**src/design/cpmc_pkg.sv**
```systemverilog
package cpmc_pkg;

    // Command codes
    localparam logic [1:0] CMD_TICK  = 2'd0;
    localparam logic [1:0] CMD_PULSE = 2'd1;
    localparam logic [1:0] CMD_START = 2'd2;
    localparam logic [1:0] CMD_STOP  = 2'd3;

    // Result events
    localparam logic [1:0] EVT_NONE    = 2'd0;
    localparam logic [1:0] EVT_STARTED = 2'd1;
    localparam logic [1:0] EVT_STOPPED = 2'd2;
    localparam logic [1:0] EVT_REPORT  = 2'd3;

    // Stop reasons
    localparam logic [1:0] RSN_NONE   = 2'd0;
    localparam logic [1:0] RSN_ENERGY = 2'd1;
    localparam logic [1:0] RSN_TIME   = 2'd2;
    localparam logic [1:0] RSN_USER   = 2'd3;

    // Session kinds
    localparam logic [1:0] KIND_IDLE    = 2'd0;
    localparam logic [1:0] KIND_PREPAID = 2'd1;
    localparam logic [1:0] KIND_ACCOUNT = 2'd2;

    // Requested session kind on start
    localparam logic START_PREPAID = 1'b0;

    // Pulse class flags
    localparam logic [1:0] FLAG_NORMAL   = 2'd0;
    localparam logic [1:0] FLAG_OVERLOAD = 2'd1;
    localparam logic [1:0] FLAG_FULL     = 2'd2;

    // Configuration register indexes
    localparam int unsigned CFG_IDX_W = 3;
    localparam int unsigned CFG_DATA_W = 32;
    localparam logic [CFG_IDX_W-1:0] CFG_OVERLOAD_GAP   = 3'd0;
    localparam logic [CFG_IDX_W-1:0] CFG_OVERLOAD_LIMIT = 3'd1;
    localparam logic [CFG_IDX_W-1:0] CFG_FULL_GAP       = 3'd2;
    localparam logic [CFG_IDX_W-1:0] CFG_FULL_LIMIT     = 3'd3;
    localparam logic [CFG_IDX_W-1:0] CFG_PULSES_PER_COIN = 3'd4;
    localparam logic [CFG_IDX_W-1:0] CFG_MS_PER_COIN    = 3'd5;
    localparam logic [CFG_IDX_W-1:0] CFG_REPORT_EVERY   = 3'd6;

    typedef struct packed {
        logic        relay_on;
        logic [1:0]  event_res;
        logic [1:0]  stop_reason;
        logic [1:0]  pulse_flag;
        logic [23:0] consumed;
        logic [1:0]  active_kind;
        logic        final_report;
    } t_result;

endpackage

```
**src/design/cpmc_core.sv**
```systemverilog
module cpmc_core
    import cpmc_pkg::*;
(
    input  logic                 i_clk,
    input  logic                 i_rst_n,
    input  logic                 i_accept,
    input  logic [1:0]           i_command,
    input  logic                 i_session_kind,
    input  logic [7:0]           i_coin_count,
    input  logic                 i_cfg_we,
    input  logic [CFG_IDX_W-1:0] i_cfg_index,
    input  logic [CFG_DATA_W-1:0] i_cfg_data,
    output t_result              o_result
);

    // Configuration
    logic [15:0] r_ovl_gap;
    logic [7:0]  r_ovl_limit;
    logic [31:0] r_full_gap;
    logic [7:0]  r_full_limit;
    logic [15:0] r_ppc;
    logic [23:0] r_ms_per_coin;
    logic [7:0]  r_report_every;

    // Session and pulse-gap state
    logic [1:0]  r_kind,  n_kind;
    logic [7:0]  r_coins, n_coins;
    logic [23:0] r_total, n_total;
    logic [7:0]  r_fast,  n_fast;
    logic [7:0]  r_slow,  n_slow;
    logic [31:0] r_since, n_since;
    logic [31:0] r_left,  n_left;
    logic [7:0]  r_rpt,   n_rpt;
    logic [1:0]  r_flag,  n_flag;

    logic [1:0]  evt;
    logic [1:0]  reason;
    logic [7:0]  fast_inc;
    logic [7:0]  slow_inc;
    logic [23:0] total_inc;
    logic [7:0]  rpt_inc;
    logic [31:0] left_dec;
    logic [23:0] paid_pulses;
    logic [31:0] paid_ms;

    assign fast_inc    = (r_fast != 8'hFF) ? r_fast + 8'd1 : r_fast;
    assign slow_inc    = (r_slow != 8'hFF) ? r_slow + 8'd1 : r_slow;
    assign total_inc   = (r_total != 24'hFF_FFFF) ? r_total + 24'd1 : r_total;
    assign rpt_inc     = (r_rpt != 8'hFF) ? r_rpt + 8'd1 : r_rpt;
    assign left_dec    = r_left - 32'd1;
    assign paid_pulses = 24'(r_coins) * 24'(r_ppc);
    assign paid_ms     = 32'(i_coin_count) * 32'(r_ms_per_coin);

    always_comb begin
        n_kind  = r_kind;
        n_coins = r_coins;
        n_total = r_total;
        n_fast  = r_fast;
        n_slow  = r_slow;
        n_since = r_since;
        n_left  = r_left;
        n_rpt   = r_rpt;
        n_flag  = r_flag;
        evt     = EVT_NONE;
        reason  = RSN_NONE;

        case (i_command)
            CMD_TICK: begin
                if (r_since != 32'hFFFF_FFFF) begin
                    n_since = r_since + 32'd1;
                end
                if (r_kind == KIND_PREPAID && r_left != 32'd0) begin
                    n_left = left_dec;
                    if (left_dec == 32'd0) begin
                        evt    = EVT_STOPPED;
                        reason = RSN_TIME;
                    end
                end
            end
            CMD_PULSE: begin
                // class the gap; a counter that passes its limit fires and clears
                if (r_since < {16'd0, r_ovl_gap}) begin
                    n_fast = fast_inc;
                    if (fast_inc > r_ovl_limit) begin
                        n_flag = FLAG_OVERLOAD;
                        n_fast = 8'd0;
                    end
                end else if (r_since > r_full_gap) begin
                    n_slow = slow_inc;
                    if (slow_inc > r_full_limit) begin
                        n_flag = FLAG_FULL;
                        n_slow = 8'd0;
                    end
                end else begin
                    n_fast = 8'd0;
                    n_slow = 8'd0;
                end
                n_since = 32'd0;

                if (r_kind == KIND_PREPAID) begin
                    n_total = total_inc;
                    if (total_inc >= paid_pulses) begin
                        evt    = EVT_STOPPED;
                        reason = RSN_ENERGY;
                    end
                end else if (r_kind == KIND_ACCOUNT) begin
                    n_total = total_inc;
                    n_rpt   = rpt_inc;
                    if (rpt_inc >= r_report_every) begin
                        n_rpt = 8'd0;
                        evt   = EVT_REPORT;
                    end
                end
            end
            CMD_START: begin
                n_coins = 8'd0;
                n_total = 24'd0;
                n_left  = 32'd0;
                n_rpt   = 8'd0;
                n_flag  = FLAG_NORMAL;
                if (i_session_kind == START_PREPAID) begin
                    n_kind  = KIND_PREPAID;
                    n_coins = i_coin_count;
                    n_left  = paid_ms;
                end else begin
                    n_kind = KIND_ACCOUNT;
                end
                evt = EVT_STARTED;
            end
            CMD_STOP: begin
                if (r_kind != KIND_IDLE) begin
                    evt    = EVT_STOPPED;
                    reason = RSN_USER;
                end
            end
            default: begin
                evt = EVT_NONE;
            end
        endcase

        o_result.relay_on     = (n_kind != KIND_IDLE);
        o_result.event_res    = evt;
        o_result.stop_reason  = RSN_NONE;
        o_result.pulse_flag   = n_flag;
        o_result.consumed     = n_total;
        o_result.active_kind  = n_kind;
        o_result.final_report = 1'b0;

        if (evt == EVT_STOPPED) begin
            o_result.relay_on     = 1'b0;
            o_result.stop_reason  = reason;
            o_result.active_kind  = KIND_IDLE;
            o_result.final_report = (r_kind == KIND_ACCOUNT);
            // drop the session once its totals are reported; gap tracking stays
            n_kind  = KIND_IDLE;
            n_coins = 8'd0;
            n_total = 24'd0;
            n_left  = 32'd0;
            n_rpt   = 8'd0;
            n_flag  = FLAG_NORMAL;
        end
    end

    always_ff @(posedge i_clk) begin
        if (!i_rst_n) begin
            r_ovl_gap      <= 16'd100;
            r_ovl_limit    <= 8'd5;
            r_full_gap     <= 32'd60000;
            r_full_limit   <= 8'd5;
            r_ppc          <= 16'd100;
            r_ms_per_coin  <= 24'd3600000;
            r_report_every <= 8'd10;
        end else if (i_cfg_we) begin
            case (i_cfg_index)
                CFG_OVERLOAD_GAP:    r_ovl_gap      <= i_cfg_data[15:0];
                CFG_OVERLOAD_LIMIT:  r_ovl_limit    <= i_cfg_data[7:0];
                CFG_FULL_GAP:        r_full_gap     <= i_cfg_data[31:0];
                CFG_FULL_LIMIT:      r_full_limit   <= i_cfg_data[7:0];
                CFG_PULSES_PER_COIN: r_ppc          <= i_cfg_data[15:0];
                CFG_MS_PER_COIN:     r_ms_per_coin  <= i_cfg_data[23:0];
                CFG_REPORT_EVERY:    r_report_every <= i_cfg_data[7:0];
                default: begin
                    r_ovl_gap <= r_ovl_gap;
                end
            endcase
        end
    end

    always_ff @(posedge i_clk) begin
        if (!i_rst_n) begin
            r_kind  <= KIND_IDLE;
            r_coins <= 8'd0;
            r_total <= 24'd0;
            r_fast  <= 8'd0;
            r_slow  <= 8'd0;
            r_since <= 32'd0;
            r_left  <= 32'd0;
            r_rpt   <= 8'd0;
            r_flag  <= FLAG_NORMAL;
        end else if (i_accept) begin
            r_kind  <= n_kind;
            r_coins <= n_coins;
            r_total <= n_total;
            r_fast  <= n_fast;
            r_slow  <= n_slow;
            r_since <= n_since;
            r_left  <= n_left;
            r_rpt   <= n_rpt;
            r_flag  <= n_flag;
        end
    end

endmodule

```
**src/design/charge_port_meter_controller.sv**
```systemverilog
// Charging-port meter controller: drives one charging relay from millisecond
// ticks, meter pulses and start/stop commands.
// Input channel (i_in_valid / o_in_ready) carries one command word; output
// channel (o_out_valid / i_out_ready) returns exactly one result word per
// command, in order. Configuration is a plain write port (i_cfg_we,
// i_cfg_index, i_cfg_data), to be written only while no command is in
// flight; the block does not enforce this. A result is registered when its
// command is accepted. Throughput: one command per cycle while o_in_ready
// is high; the session update and the coin multiplies are combinational
// logic ahead of the session registers, so no loop limits the rate.
// The result side is a two-word buffer: a stalled receiver holds the head
// word and one more command is still taken into the spare slot; o_in_ready
// drops only once both slots are full, and rises as soon as one drains.
// Synchronous reset (i_rst_n low) loads the default configuration, ends any
// session, clears the pulse-gap counters and flushes the result buffer.
module charge_port_meter_controller
    import cpmc_pkg::*;
(
    input  logic                  i_clk,
    input  logic                  i_rst_n,
    input  logic                  i_in_valid,
    output logic                  o_in_ready,
    input  logic [1:0]            i_command,
    input  logic                  i_session_kind,
    input  logic [7:0]            i_coin_count,
    output logic                  o_out_valid,
    input  logic                  i_out_ready,
    output logic                  o_relay_on,
    output logic [1:0]            o_event_res,
    output logic [1:0]            o_stop_reason,
    output logic [1:0]            o_pulse_flag,
    output logic [23:0]           o_consumed,
    output logic [1:0]            o_active_kind,
    output logic                  o_final_report,
    input  logic                  i_cfg_we,
    input  logic [CFG_IDX_W-1:0]  i_cfg_index,
    input  logic [CFG_DATA_W-1:0] i_cfg_data
);

    logic    push;
    logic    pop;
    t_result step_res;
    t_result r_head;
    t_result r_skid;
    logic    r_head_valid;
    logic    r_skid_valid;

    assign o_in_ready = !r_skid_valid;
    assign push       = i_in_valid && o_in_ready;
    assign pop        = r_head_valid && i_out_ready;

    cpmc_core u_core (
        .i_clk          (i_clk),
        .i_rst_n        (i_rst_n),
        .i_accept       (push),
        .i_command      (i_command),
        .i_session_kind (i_session_kind),
        .i_coin_count   (i_coin_count),
        .i_cfg_we       (i_cfg_we),
        .i_cfg_index    (i_cfg_index),
        .i_cfg_data     (i_cfg_data),
        .o_result       (step_res)
    );

    always_ff @(posedge i_clk) begin
        if (!i_rst_n) begin
            r_head_valid <= 1'b0;
            r_skid_valid <= 1'b0;
        end else if (pop) begin
            // advance: the spare word moves up, or the fresh word takes the head
            if (r_skid_valid) begin
                r_head_valid <= 1'b1;
                r_skid_valid <= 1'b0;
            end else begin
                r_head_valid <= push;
            end
        end else if (push) begin
            if (r_head_valid) begin
                r_skid_valid <= 1'b1;
            end else begin
                r_head_valid <= 1'b1;
            end
        end
    end

    always_ff @(posedge i_clk) begin
        if (pop && r_skid_valid) begin
            r_head <= r_skid;
        end else if (push && (pop || !r_head_valid)) begin
            r_head <= step_res;
        end
        if (push && r_head_valid && !pop) begin
            r_skid <= step_res;
        end
    end

    assign o_out_valid    = r_head_valid;
    assign o_relay_on     = r_head.relay_on;
    assign o_event_res    = r_head.event_res;
    assign o_stop_reason  = r_head.stop_reason;
    assign o_pulse_flag   = r_head.pulse_flag;
    assign o_consumed     = r_head.consumed;
    assign o_active_kind  = r_head.active_kind;
    assign o_final_report = r_head.final_report;

endmodule

```
**config.mk**
```make
export PLATFORM = sky130hd
export DESIGN_NAME = charge_port_meter_controller
export DESIGN_NICKNAME = d
export VERILOG_FILES = /design/src/design/cpmc_pkg.sv /design/src/design/cpmc_core.sv /design/src/design/charge_port_meter_controller.sv
export SDC_FILE = /design/constraint.sdc
export NUM_CORES = 2
export LEC_CHECK = 0
export ABC_CLOCK_PERIOD_IN_PS = 10900
export BUFFER_PORTS_ARGS = -buffer_cell sky130_fd_sc_hd__buf_4
export CAP_MARGIN = 30
export CORE_ASPECT_RATIO = 0.9
export CORE_MARGIN = 10
export CORE_UTILIZATION = 53
export DETAILED_ROUTE_END_ITERATION = 12
export HOLD_SLACK_MARGIN = 0.12
export PLACE_DENSITY = 0.7
export SYNTH_ARGS = -nofsm -noshare
export SYNTH_HDL_FRONTEND = slang
export SYNTH_SLANG_ARGS = --single-unit
```
**constraint.sdc**
```tcl
create_clock -name i_clk -period 10.9 [get_ports i_clk]
set_input_delay 1.635 -clock i_clk [delete_from_list [all_inputs] [get_ports i_clk]]
set_output_delay 1.635 -clock i_clk [all_outputs]
set_load 0.02 [all_outputs]
```
==> results.cfg <==
[power]
p_leak_uw = 0.01266
power_density_mw_per_mm2 = 134.2
power_uw = 3796
peakVddDrop_mv = 0.1066

[timing]
finalCriticalPeriod_ns = 9.744
hold_viol_final = 0
max_slew_margin = 0.3099
tightest_slew_ns = 1.035
skew_ns = 0.02916
rsz0062_at_grt = false
fin_tns_setup_ns = 0
timing.final.crit_share = 0.8940
slew_viol_final = 0
fmax_mhz = 102.6
whs_ns = 0.4567
setup_violations = 0

[job]
drv_cap = 0

[worst_setup_path]
required_ns = 11.37
r2r_slack_ns = 1.16
arrival_ns = 10.21
worstReg2RegStart = u_core.r_coins[7]$_SDFFE_PN0P_
cp_max_fo = 17
cpPeakStageDelay_ns = 0.71
end_kind = flop
slowest_stage = o41ai_1
reg2reg_to = u_core.r_coins[1]$_SDFFE_PN0P_
crit_top_cell = fa_1
startpoint_type = flop
r2r_cells = 31
path_class = reg -> reg

[floorplanning]
fp.dieH_um = 230.7
die_w_um = 254.1
start_util = 0.5342
core.rowCount = 77
dieArea_mm2 = 0.05862
coreArea_mm2 = 0.04894
top_level_ports = 87

[layout]
multi_input_area_mm2 = 0.01751
fillCellCount = 4420
synthToLayoutAreaGrowth_pct = 8.203
fin_nets = 3627
seq_area_mm2 = 0.006807
insertedDiodeCount = 0
drive_gt1_frac = 0.06097

[clock_network]
post_cts_resized = 0
ctsHoldBuffers = 0
htreeDepth = 2
numCtsBuffers = 36
clk_pin_slew_ns = 0.06
cts_setup_buffers = 0
clock_path_buffers = 3
cts.sinks = 306
clk_latency_ns = 0.56
clock-root-buffer = clkbuf_16
cts_tree = yes

[detailed_routing]
via_per_inst = 5.844
avgRoutedWirePerCell_um = 17.96
num_vias = 22288
first_iter_violations = 1710
routed_wl_um = 68500
ant_nets = 0
drtPass1Iterations = 8
drc = 0

[synth]
ys_ff_latch = 306
synth_cell_type_count = 81
netlist_top_cells_area = dfxtp_1 (18%), fa_1 (17%), ha_1 (9.7%), edfxtp_1 (7.8%), nand2_1 (7.3%)
synth-edff-count = 68
synth_area_mm2 = 0.02614
synth_top_area_frac = 0.1822
yosysTopAreaCell = dfxtp_1
synth.most_common_cell = nand2_1
async_flop_share = 0
yosysSeqAreaShare = 0.2603
postSynthCellCount = 3169
syn_nets = 3638
avgSynthCellArea_um2 = 8.250
netlist_top_cells_count = nand2_1 (506), inv_1 (329), nor2_1 (274)
yosys_most_used_dff = dfxtp_1
yosys_warnings = 0

[worst_hold_path]
hold_end = u_core.r_ovl_gap[11]$_SDFFE_PN0P_
worstHoldStart = u_core.r_ovl_gap[11]$_SDFFE_PN0P_
holdPathStages = 2
hold_class = reg -> reg

[global_route]
grt_overflow = 0
grt_use_total = 0.2344
grt_pass1_vias = 22409
antenna_found_initial = 0
grt_first_pass_wirelength_um = 113500
grt_max_degree = 94

[run_status]
status = finished, final reports clean

[place]
place_congestion = 0.9164
io_buffers = 86
hpwl_um = 51220
[worst max-delay path by stage]
| stage | from | end | slack (ns) | cells after the start |
|---|---|---|---|---|
| detailed placement | u_core.r_coins[7]$_SDFFE_PN0P_ | u_core.r_coins[4]$_SDFFE_PN0P_ | 1.30 | 31 |
| global placement | u_core.r_coins[7]$_SDFFE_PN0P_ | u_core.r_coins[5]$_SDFFE_PN0P_ | 1.62 | 31 |
| floorplan | u_core.r_coins[7]$_SDFFE_PN0P_ | u_core.r_left[14]$_SDFFE_PN0P_ | 2.98 | 33 |
| CTS | u_core.r_coins[7]$_SDFFE_PN0P_ | u_core.r_coins[4]$_SDFFE_PN0P_ | 1.28 | 31 |
| finish | u_core.r_coins[7]$_SDFFE_PN0P_ | u_core.r_coins[1]$_SDFFE_PN0P_ | 1.16 | 31 |
| global route | u_core.r_coins[6]$_SDFFE_PN0P_ | u_core.r_coins[6]$_SDFFE_PN0P_ | 0.57 | 31 |
[sequential cells by signal, indices dropped and copies added (netlist names), 16 cells and up]
register	cells
o_consumed	24
u_core.r_ms_per_coin	24
u_core.r_ppc	16
r_skid	34
u_core.r_since	32
u_core.r_full_gap	32
u_core.r_ovl_gap	16
u_core.r_left	32
u_core.r_total	24
[per-stage QoR]
stage	utilization	instance area (um2)	setup slack, ns	std cells
after CTS	0.5780	28290	1.281	3814
after global placement	0.5542	27120	1.618	3750
after floorplan	-	26140	2.985	3169
final	0.5780	28290	1.156	3814
after detailed placement	0.5551	27170	1.304	3752
after global routing	0.5780	28290	0.5659	3814
[metal layers]
layer / track usage / routed length, um / part of all wire
met4: 0.09011 / 2449 / 0.036
met2: 0.4041 / 33310 / 0.49
met3: 0.02786 / 3768 / 0.055
met5: 0 / 0 / 0
met1: 0.2958 / 28980 / 0.42
[layout by cell type, fill, tap and decap left out, types with 49 or more instances in the layout]
| master | synthesis | routed |
|---|---|---|
| dfxtp_1 | 238 | 238 |
| xnor2_1 | 49 | 49 |
| edfxtp_1 | 68 | 68 |
| nor2_1 | 274 | 274 |
| ha_1 | 202 | 202 |
| nand2_1 | 506 | 506 |
| fa_1 | 216 | 216 |
| xor2_1 | 61 | 61 |
| o21ai_0 | 95 | 94 |
| buf_4 | 2 | 103 |
| a21oi_1 | 204 | 203 |
| nand3_1 | 89 | 89 |
| nor3_1 | 53 | 51 |
| and2_1 | 186 | 186 |
| inv_1 | 329 | 329 |
[power by group]
group          leakage, uW  internal, uW  switching (uW)  total [uW]
registers          0.00259          1190            37.9        1230
logic              0.00953           562             822        1380
clock network     0.000545           669             515        1180
[cell families after synthesis]
logic type / Yosys count / share of synthesized area
AO/OA/AOI/OAI: 549 / 0.1357
XOR/XNOR: 110 / 0.03685
adder cells (fa/ha/maj): 418 / 0.2621
buffers and inverters: 484 / 0.07073
flip-flops: 306 / 0.2603
multiplexers: 7 / 0.002967
AND/OR/NAND/NOR: 1295 / 0.2313
[critical path: cells and delay by family, from the launching register on]
kind	cells	cell delay, ns
simple gates	6	1.72
xor+xnor	1	0.18
compound gates	14	3.96
buf+inv	4	0.39
fa+ha+maj	6	2.77
flops	1	0.64
[final cells by class]
class / instances / area share
Multi-Input combinational cell: 2379 / 0.6191
Sequential cell: 306 / 0.2406
Inverter: 330 / 0.04388
Clock buffer: 44 / 0.03326
Timing Repair Buffer: 105 / 0.02884
Tap cell: 632 / 0.02795
Clock inverter: 18 / 0.006369
Note: power is estimated with default switching activity, not from simulation.
